--- src/rtl/b64d_pkg.sv ---
// ----------------------------------------------------------------------------
// b64d_pkg
// Shared types, constants and the character classifier of the base64 decoder.
// ----------------------------------------------------------------------------
`default_nettype none

package b64d_pkg;

    localparam int QUEUE_DEPTH = 4;
    localparam int PTR_W       = $clog2(QUEUE_DEPTH);
    localparam int CNT_W       = PTR_W + 1;

    localparam logic [7:0] CHAR_PLUS  = 8'h2B;
    localparam logic [7:0] CHAR_SLASH = 8'h2F;
    localparam logic [7:0] CHAR_PAD   = 8'h3D;

    localparam int USER_LAST_BIT = 0;
    localparam int USER_BAD_BIT  = 1;
    localparam int USER_W        = 2;

    typedef struct packed {
        logic       ok;
        logic       pad;
        logic [5:0] val;
    } sextet_t;

    // One queued decode job: up to three bytes, or a single error result
    typedef struct packed {
        logic [23:0] block;
        logic [1:0]  count;
        logic        eot;
        logic        bad;
    } job_t;

    typedef struct packed {
        logic full;
        logic empty;
    } queue_status_t;

    function automatic sextet_t classify(input logic [7:0] c);
        sextet_t    s;
        logic [7:0] t;
        s = '0;
        t = '0;
        if (c >= 8'h41 && c <= 8'h5A)
        begin
            t     = c - 8'h41;
            s.ok  = 1'b1;
            s.val = t[5:0];
        end
        else if (c >= 8'h61 && c <= 8'h7A)
        begin
            t     = c - 8'h61 + 8'd26;
            s.ok  = 1'b1;
            s.val = t[5:0];
        end
        else if (c >= 8'h30 && c <= 8'h39)
        begin
            t     = c - 8'h30 + 8'd52;
            s.ok  = 1'b1;
            s.val = t[5:0];
        end
        else if (c == CHAR_PLUS)
        begin
            s.ok  = 1'b1;
            s.val = 6'd62;
        end
        else if (c == CHAR_SLASH)
        begin
            s.ok  = 1'b1;
            s.val = 6'd63;
        end
        else if (c == CHAR_PAD)
        begin
            s.ok  = 1'b1;
            s.pad = 1'b1;
        end
        return s;
    endfunction

endpackage

`default_nettype wire

--- src/rtl/b64d_front.sv ---
// ----------------------------------------------------------------------------
// b64d_front
// Accepts characters, tracks group position and posts decode jobs.
// ----------------------------------------------------------------------------
`default_nettype none

module b64d_front (
    input  wire logic                    clk,
    input  wire logic                    rst_n,
    input  wire logic                    s_tvalid,
    output logic                         s_tready,
    input  wire logic [7:0]              s_tdata,   // [7:0] symbol
    input  wire logic                    s_tlast,   // end_of_text
    input  wire b64d_pkg::queue_status_t q_status,
    output logic                         push,
    output b64d_pkg::job_t               push_job
);

    logic [17:0] store_reg, store_next;
    logic [1:0]  pos_reg, pos_next;
    logic        third_pad_reg, third_pad_next;

    b64d_pkg::sextet_t s;
    logic              accept;
    logic [5:0]        val;

    assign s_tready = !q_status.full;
    assign accept   = s_tvalid && s_tready;
    assign s        = b64d_pkg::classify(s_tdata);
    assign val      = s.pad ? 6'd0 : s.val;

    always_comb
    begin
        store_next     = store_reg;
        pos_next       = pos_reg;
        third_pad_next = third_pad_reg;
        push           = 1'b0;
        push_job       = '0;
        push_job.eot   = s_tlast;
        push_job.count = 2'd1;
        if (accept)
        begin
            if (!s.ok || (pos_reg != 2'd3 && s_tlast) ||
                (pos_reg == 2'd3 && third_pad_reg && !s.pad))
            begin
                // error: single result, group dropped
                push           = 1'b1;
                push_job.bad   = 1'b1;
                pos_next       = 2'd0;
                third_pad_next = 1'b0;
            end
            else if (pos_reg != 2'd3)
            begin
                store_next = {store_reg[11:0], val};
                pos_next   = pos_reg + 2'd1;
                if (pos_reg == 2'd2)
                    third_pad_next = s.pad;
            end
            else
            begin
                push           = 1'b1;
                push_job.block = {store_reg, val};
                if (s_tlast && third_pad_reg)
                    push_job.count = 2'd1;
                else if (s_tlast && s.pad)
                    push_job.count = 2'd2;
                else
                    push_job.count = 2'd3;
                pos_next       = 2'd0;
                third_pad_next = 1'b0;
            end
        end
    end

    always_ff @(posedge clk or negedge rst_n)
    begin
        if (!rst_n)
        begin
            pos_reg       <= 2'd0;
            third_pad_reg <= 1'b0;
        end
        else
        begin
            pos_reg       <= pos_next;
            third_pad_reg <= third_pad_next;
        end
    end

    // sextets are fully overwritten before a group completes
    always_ff @(posedge clk)
    begin
        store_reg <= store_next;
    end

endmodule

`default_nettype wire

--- src/rtl/b64d_queue.sv ---
// ----------------------------------------------------------------------------
// b64d_queue
// Short register FIFO of decode jobs between front and back.
// ----------------------------------------------------------------------------
`default_nettype none

module b64d_queue (
    input  wire logic                    clk,
    input  wire logic                    rst_n,
    input  wire logic                    push,
    input  wire b64d_pkg::job_t          push_job,
    input  wire logic                    pop,
    output b64d_pkg::job_t               head,
    output b64d_pkg::queue_status_t      status
);

    b64d_pkg::job_t                    mem_reg [b64d_pkg::QUEUE_DEPTH];
    logic [b64d_pkg::PTR_W-1:0]        wr_ptr_reg, wr_ptr_next;
    logic [b64d_pkg::PTR_W-1:0]        rd_ptr_reg, rd_ptr_next;
    logic [b64d_pkg::CNT_W-1:0]        cnt_reg, cnt_next;

    assign head         = mem_reg[rd_ptr_reg];
    assign status.full  = (cnt_reg == b64d_pkg::CNT_W'(b64d_pkg::QUEUE_DEPTH));
    assign status.empty = (cnt_reg == '0);

    always_comb
    begin
        wr_ptr_next = push ? b64d_pkg::PTR_W'(wr_ptr_reg + 1'b1) : wr_ptr_reg;
        rd_ptr_next = pop  ? b64d_pkg::PTR_W'(rd_ptr_reg + 1'b1) : rd_ptr_reg;
        case ({push, pop})
            2'b10:   cnt_next = cnt_reg + 1'b1;
            2'b01:   cnt_next = cnt_reg - 1'b1;
            default: cnt_next = cnt_reg;
        endcase
    end

    always_ff @(posedge clk or negedge rst_n)
    begin
        if (!rst_n)
        begin
            wr_ptr_reg <= '0;
            rd_ptr_reg <= '0;
            cnt_reg    <= '0;
        end
        else
        begin
            wr_ptr_reg <= wr_ptr_next;
            rd_ptr_reg <= rd_ptr_next;
            cnt_reg    <= cnt_next;
        end
    end

    always_ff @(posedge clk)
    begin
        if (push)
            mem_reg[wr_ptr_reg] <= push_job;
    end

endmodule

`default_nettype wire

--- src/rtl/b64d_back.sv ---
// ----------------------------------------------------------------------------
// b64d_back
// Splits queued jobs into byte transactions behind an output register.
// ----------------------------------------------------------------------------
`default_nettype none

module b64d_back (
    input  wire logic                        clk,
    input  wire logic                        rst_n,
    input  wire b64d_pkg::job_t              head,
    input  wire b64d_pkg::queue_status_t     q_status,
    output logic                             pop,
    output logic                             m_tvalid,
    input  wire logic                        m_tready,
    output logic [7:0]                       m_tdata,   // [7:0] out_byte
    output logic                             m_tlast,   // message_end
    output logic [b64d_pkg::USER_W-1:0]      m_tuser    // [0] group_last, [1] bad_input
);

    logic [1:0] k_reg, k_next;
    logic       valid_reg, valid_next;
    logic [7:0] byte_reg, byte_next;
    logic       last_reg, mend_reg, bad_reg;

    logic load, issue, last;

    assign load  = !valid_reg || m_tready;
    assign issue = load && !q_status.empty;
    assign last  = (k_reg == head.count - 2'd1);
    assign pop   = issue && last;

    always_comb
    begin
        case (k_reg)
            2'd0:    byte_next = head.block[23:16];
            2'd1:    byte_next = head.block[15:8];
            default: byte_next = head.block[7:0];
        endcase
        valid_next = load ? !q_status.empty : valid_reg;
        k_next     = k_reg;
        if (issue)
            k_next = last ? 2'd0 : k_reg + 2'd1;
    end

    always_ff @(posedge clk or negedge rst_n)
    begin
        if (!rst_n)
        begin
            valid_reg <= 1'b0;
            k_reg     <= 2'd0;
        end
        else
        begin
            valid_reg <= valid_next;
            k_reg     <= k_next;
        end
    end

    always_ff @(posedge clk)
    begin
        if (issue)
        begin
            byte_reg <= byte_next;
            last_reg <= last;
            mend_reg <= last && head.eot;
            bad_reg  <= head.bad;
        end
    end

    assign m_tvalid                          = valid_reg;
    assign m_tdata                           = byte_reg;
    assign m_tlast                           = mend_reg;
    assign m_tuser[b64d_pkg::USER_LAST_BIT]  = last_reg;
    assign m_tuser[b64d_pkg::USER_BAD_BIT]   = bad_reg;

endmodule

`default_nettype wire

--- src/rtl/base64_stream_decoder_top.sv ---
// ----------------------------------------------------------------------------
// base64_stream_decoder_top
// Base64 text decoder, one character in per cycle, bytes out in a stream.
// ----------------------------------------------------------------------------
// Usage:
//   Input stream: s_tdata carries one ASCII character, s_tlast marks the final
//   character of the message. Output stream: m_tdata carries a decoded byte,
//   m_tlast marks the last byte of the message, m_tuser[0] marks the last
//   result of one input character, m_tuser[1] flags an error (data then 0).
//   Every fourth character of a group yields three bytes (fewer for a padded
//   closing group); invalid characters, data after a third-place pad and a
//   message ending mid-group each yield one error transaction.
//   Path: the closing character's job is queued, then its bytes are registered.
//   Throughput: one character per cycle in, one byte per cycle
//   out; a four-deep job queue between the classifier and the byte sequencer
//   absorbs the three-byte bursts, so s_tready only drops when the output is
//   stalled long enough to fill that queue.
//   Reset clears the group position, the queue pointers and the output valid flag.
//   While m_tready is low the output transaction holds and the queue fills.
// ----------------------------------------------------------------------------
`default_nettype none

module base64_stream_decoder_top (
    input  wire logic                        clk,
    input  wire logic                        rst_n,
    input  wire logic                        s_tvalid,
    output logic                             s_tready,
    input  wire logic [7:0]                  s_tdata,   // [7:0] symbol
    input  wire logic                        s_tlast,   // end_of_text
    output logic                             m_tvalid,
    input  wire logic                        m_tready,
    output logic [7:0]                       m_tdata,   // [7:0] out_byte
    output logic                             m_tlast,   // message_end
    output logic [b64d_pkg::USER_W-1:0]      m_tuser    // [0] group_last, [1] bad_input
);

    b64d_pkg::queue_status_t q_status;
    b64d_pkg::job_t          push_job;
    b64d_pkg::job_t          head;
    logic                    push;
    logic                    pop;

    b64d_front u_front (
        .clk      (clk),
        .rst_n    (rst_n),
        .s_tvalid (s_tvalid),
        .s_tready (s_tready),
        .s_tdata  (s_tdata),
        .s_tlast  (s_tlast),
        .q_status (q_status),
        .push     (push),
        .push_job (push_job)
    );

    b64d_queue u_queue (
        .clk      (clk),
        .rst_n    (rst_n),
        .push     (push),
        .push_job (push_job),
        .pop      (pop),
        .head     (head),
        .status   (q_status)
    );

    b64d_back u_back (
        .clk      (clk),
        .rst_n    (rst_n),
        .head     (head),
        .q_status (q_status),
        .pop      (pop),
        .m_tvalid (m_tvalid),
        .m_tready (m_tready),
        .m_tdata  (m_tdata),
        .m_tlast  (m_tlast),
        .m_tuser  (m_tuser)
    );

endmodule

`default_nettype wire

--- config.mk ---
export PLATFORM = sky130hd
export DESIGN_NAME = base64_stream_decoder_top
export DESIGN_NICKNAME = d
export VERILOG_FILES = /design/src/rtl/b64d_pkg.sv /design/src/rtl/b64d_front.sv /design/src/rtl/b64d_queue.sv /design/src/rtl/b64d_back.sv /design/src/rtl/base64_stream_decoder_top.sv
export SDC_FILE = /design/constraint.sdc
export NUM_CORES = 1
export LEC_CHECK = 0
export BUFFER_PORTS_ARGS = -buffer_cell sky130_fd_sc_hd__buf_2
export CAP_MARGIN = 20
export CORE_MARGIN = 5
export CORE_UTILIZATION = 30
export DETAILED_ROUTE_END_ITERATION = 6
export RECOVER_POWER = 100
export SLEW_MARGIN = 25
export SYNTH_ARGS = -nofsm -noshare
export SYNTH_HDL_FRONTEND = slang
export SYNTH_SLANG_ARGS = --single-unit
--- constraint.sdc ---
create_clock -name clk -period 5.34 [get_ports clk]
set_input_delay 1.068 -clock clk [delete_from_list [all_inputs] [get_ports clk]]
set_output_delay 1.068 -clock clk [all_outputs]
set_load 0.02 [all_outputs]
# Yosys cells after proc, flatten, opt, wreduce, memory -nomap -nowiden
# Memory sizes are Yosys's and may differ from the RTL's.
# Index checks and enable logic that the tools add are counted.
# totals
register_bits	42
ram_bits	112
input_bits	13
out_inout_bits	13
word_cells	106
memories	1
# memory_table
name	depth	word_bits	read_ports	rd_clocked_by_memory_dff	write_ports	line	text
u_queue.mem_reg	4	28	1	0	1	b64d_queue.sv:17	b64d_pkg::job_t mem_reg [b64d_pkg::QUEUE_DEPTH];
# classes
add_sub_neg	12
n_lt_le_gt_ge	6
eq_ne	12
muxes	37
n_bitwise	1
reduce_logical	25
# op_table
cell	n
$mux 26	3
$mux 6	6
$eq 8x6->1 const B	3
$mux 1	21
$ge 8x7->1 const B	2
$le 8x7->1 const B	2
$pmux 8 s2	1
$logic_and 1x1->1	12
$sub 6x6->6 const B	2
$mux 2	5
$add 2x1->2 const B	4
$ge 8x6->1 const B	1
$le 8x6->1 const B	1
$add 6x5->6 const B	1
$add 6x6->6 const B	1
$eq 2x2->1 const B	3
$pmux 3 s2	1
$sub 6x1->6 const B	1
$logic_not 1->1	5
$eq 2x1->1 const B	2
$add 3x1->3 const B	1
$eq 3x3->1 const B	1
$logic_not 3->1	1
$logic_or 1x1->1	3
10 further kinds	10

# Depth between registers and ports, before layout
# logic_depth
ltp_word	14
mapped_depth	13
ltp_nobuf	12

# Cells and area by module
# From an unflattened synthesis, not the netlist that was laid out.
# unflattened
cells_unflattened	398
hier_area_um2	6740.2
# modules_own_cells
mod	instances	cells_each	area_per_inst_um2	seq_area_each_um2
b64d_queue	1	182	4440.5	3538.4
b64d_front	1	154	1595.3	615.6
b64d_back	1	62	704.4	405.4

# Least setup slack after synthesis
# No wires, ideal clock.
# synth_timing
path_kind	in2reg
start	input port s_tdata[2]
end	memory u_queue.mem_reg[0][0] (netlist bit) (enable)
setup_ns	0.388
arrival_time_ns	2.988
required_ns	4.952
slack_ns	1.964
cell_stages	8
n_path_buf	1
cell_sequence	inv_1 > ha_1 > nor2_1 > and4b_1 > buf_2 > a21oi_2 > a21o_1 > and3_1
# synth_via
elab_chain_len	14
word_cells_on_any_way	32
classes_between	order compare (6); eq/ne (3); mux (15); reduce/logical (8)
# synth_rtl
element	line	text
start: declaration	base64_stream_decoder_top.sv:28	input wire logic [7:0] s_tdata,
$eq 8x6->1	b64d_pkg.sv:73	else if (c == CHAR_PAD)
$mux 2	b64d_pkg.sv:73	
$mux 1	b64d_pkg.sv:68	else if (c == CHAR_SLASH)
$mux 1	b64d_pkg.sv:63	else if (c == CHAR_PLUS)
$mux 1	b64d_pkg.sv:57	else if (c >= 8'h30 && c <= 8'h39)
$mux 1	b64d_pkg.sv:51	else if (c >= 8'h61 && c <= 8'h7A)
$mux 1	b64d_pkg.sv:45	if (c >= 8'h41 && c <= 8'h5A)
$logic_not 1->1, on equally long branches	b64d_front.sv:43, b64d_front.sv:44	
$logic_or 1x1->1 / $logic_and 1x1->1 (equally long branches)	b64d_front.sv:43, b64d_front.sv:44	
$logic_or 1x1->1 *	b64d_front.sv:43	if (!s.ok || (pos_reg != 2'd3 && s_tlast) ||
$mux 1 *	b64d_front.sv:43	
$mux 1 *	b64d_front.sv:41	if (accept)
$mux 1 *	b64d_queue.sv:55	if (push)
$mux 1 (not written as such) *	b64d_queue.sv:56	mem_reg[wr_ptr_reg] <= push_job;
end: declaration	b64d_queue.sv:17	
# Mark *: on every way between the ends. The rest lies on a longest branch, timed or not.

# Worst setup path after layout
# layout_timing
start	input port s_tdata[2]
end	memory u_queue.mem_reg[2][24] (netlist bit) (enable)
# The elaborated chain is that of the path after synthesis.

==> results.json <==
{
  "outcome": "complete, but fails checks",
  "violations": "capacitance limit, slew limit",
  "cp_slowest_cell": "and3_1",
  "cp-start-kind": "input port",
  "crit_chain": "clkbuf_1, inv_1, ha_1, nor2_1, and4b_1, a21oi_1, a21o_1, and3_1",
  "synth-seq-area-share_pct": 68.2,
  "synthTopCellsByCount": "edfxtp_1 (141), mux4_2 (28), inv_1 (26)",
  "yosysMostFrequentCell": "edfxtp_1",
  "coreArea_um2": 21900,
  "synth-warning-count": 0,
  "area_growth_pct": 14.3,
  "grt_remaining_overflow": 0,
  "antenna_found_initial": 0,
  "syn_area_um2": 6690,
  "clk_path_buf_depth": 2,
  "timing.final.hold_violations": 0,
  "slowest_delay_ps": 1240,
  "placementRows": 54,
  "post-cts-setup-buffers": 0,
  "tns_ps": 0,
  "grt_max_degree": 29,
  "fmax_ghz": 0.245,
  "largest_reg_flops": 112,
  "p_leak_uw": 0.00270,
  "ys_async_sr_fraction_pct": 8.44,
  "yosys_most_used_dff": "edfxtp_1",
  "cts_sinks": 154,
  "antenna_cells": 0,
  "yosys.area.top_type_share_pct": 63.3,
  "intPower_uw": 2700,
  "endpoint_kind": "flip-flop",
  "syn_inst": 407,
  "instances_no_fill": 733,
  "power.share.clock_pct": 30.6,
  "place_inst": 701,
  "fin_nets": 472,
  "clkTransAtPathRegs_ps": 60,
  "slew_headroom_pct": -3.37,
  "cp_max_fo": 28,
  "grt_usage_pct": 10.2,
  "dp_hpwl_mm": 8.29,
  "cts_hold_buf": 0,
  "routedWlPerCell_um": 17.3,
  "wl_mm": 12.7,
  "synth_edf_count": 141,
  "grt_pass1_vias": 3741,
  "die-area_um2": 25400,
  "cts_tree": "built",
  "synthTopCellsByArea": "edfxtp_1 (63%), mux4_2 (9.4%), dfrtp_1 (4.9%)",
  "antenna_left": 0,
  "drc": 0,
  "period_share_pct": 76.5,
  "synth-seq-cells": 154,
  "place_congestion": 0.847,
  "htree_levels": 4,
  "p_per_area_nw_per_um2": 501,
  "rsz0062_at_grt": "no",
  "clock_latency_ps": 410,
  "crit_type": "in -> reg",
  "synth_fp_nets": 439,
  "slew_violations": 87,
  "drt_first_pass_iters": 5,
  "drive_gt1_share_pct": 17.4,
  "critPathRequiredTime_ps": 5350,
  "maxCapViolCount": 3,
  "grt_pass1_wl_mm": 20.3,
  "cts_root_buf": "clkbuf_16",
  "cts_made_buffers": 17,
  "dr.first_iter.drc_count": 293,
  "synth_top_cell_by_area": "edfxtp_1",
  "pwr-share-seq_pct": 44.3,
  "initial_core_util_pct": 30.5,
  "yosysUniqueCellTypes": 55,
  "vdd_drop_max_mv": 0.169,
  "critPathArrivalTime_ps": 4100,
  "sw_frac_of_total_pct": 29.3,
  "finClkSkew_ps": 6.26,
  "worstMarginPinSlew_ps": 1550,
  "die_w_um": 159,
  "port_buffers": 25,
  "hp-class": "reg -> reg",
  "io-pin-count": 26,
  "cts_resized": 0,
  "dr_total_vias": 3530,
  "p_sw_uw": 1120,
  "vias_per_cell": 4.82,
  "die_height_um": 159,
  "setup_viol": 0,
  "avgSynthCellArea_um2": 16.4,
  "comb_power_share_pct": 25.1,
  "finalCriticalPeriod_ps": 4090
}
-- kinds of logic (layout without fill, tap and decap cells) --
group / Yosys count / count (layout) / synth area share [%]
buf+inv: 42 / 88 / 2.79
mux: 30 / 30 / 9.81
simple gates: 91 / 91 / 7.79
fa+ha+maj: 19 / 19 / 3.67
flops: 154 / 154 / 68.2
xor+xnor: 11 / 11 / 1.55
compound gates: 60 / 60 / 6.20
-- power by group through the flow --
stage	Combinational (µW)	Sequential, µW	Clock (µW)
2_1_floorplan	725	1710	0
3_3_place_gp	991	1710	0
3_5_place_dp	1010	1720	0
4_1_cts	1020	1700	1190
5_1_grt	1070	1720	1240
6_report	960	1690	1170
-- layer usage --
layer  vias up  routed length, µm  GRT usage (%)
met5         -                  0              0
met4         0                265           4.46
met1      1793               5770           13.1
li1       1632                  -              -
met2        82               6170           16.6
met3        23                442           2.20
-- layout make-up --
cell class                 instances  area [µm²]
clock buffer                      17         425
clock inverter                    15         158
fill                            2113       14200
inverter                          26        97.6
multi-input combinational        211        1920
sequential                       154        4560
tap                              280         350
timing repair buffer              30         135
-- layout by cell type, fill, tap and decap left out, types with 3 or more instances in the layout --
cell type and count:
buf_2 9, nor2b_1 5, buf_4 3, clkbuf_16 17, clkinvlp_4 4, nor2_1 11, dfrtp_1 13, a21oi_1 10
mux4_2 28, a22oi_1 8, and3_1 7, xnor2_1 5, nor3_1 3, inv_1 26, nand2_1 14, bufinv_16 3
and2_0 24, edfxtp_1 141, nand2b_1 3, a211oi_1 4, ha_1 18, o21ai_0 17, xor2_1 5, a21o_1 4
nand4_1 3, clkinv_2 6, nand3_1 10, clkbuf_1 18
-- final timing paths --
check	slack [ps]	cells after the start	to	start
setup / recovery	1250	8	u_queue.mem_reg[2][24]$_DFFE_PP_	s_tdata[2]
hold / removal	450	0	u_front.store_reg[16]$_DFFE_PP_	u_front.store_reg[10]$_DFFE_PP_
setup reg to reg	1730	9	u_queue.cnt_reg[1]$_DFFE_PN0P_	u_queue.rd_ptr_reg[0]$_DFFE_PN0P_
hold reg to reg	450	0	u_front.store_reg[16]$_DFFE_PP_	u_front.store_reg[10]$_DFFE_PP_
max in group asynchronous	4160	1	u_front.third_pad_reg$_DFFE_PN0P_	rst_n
min in group asynchronous	700	1	u_back.k_reg[0]$_DFFE_PN0P_	rst_n
-- metrics by stage --
step	utilization, %	setup slack [ps]	hold WS, ps	power, µW	instance area (µm²)
2_1_floorplan	-	1960	417	2440	6690
3_3_place_gp	32.5	1550	431	2700	7110
3_5_place_dp	32.5	1480	423	2740	7110
4_1_cts	35.2	1920	448	3910	7700
5_1_grt	34.9	998	468	4040	7640
6_report	34.9	1250	453	3830	7640
-- worst max-delay path: cells and delay by family --
kind / cells / cell delay, ps
AOI/OAI and AO/OA: 2 / 650
and+or+nand+nor: 3 / 1590
adders and majority gates: 1 / 300
buffers and inverters: 2 / 480
Power figures use the tool's default switching activity.
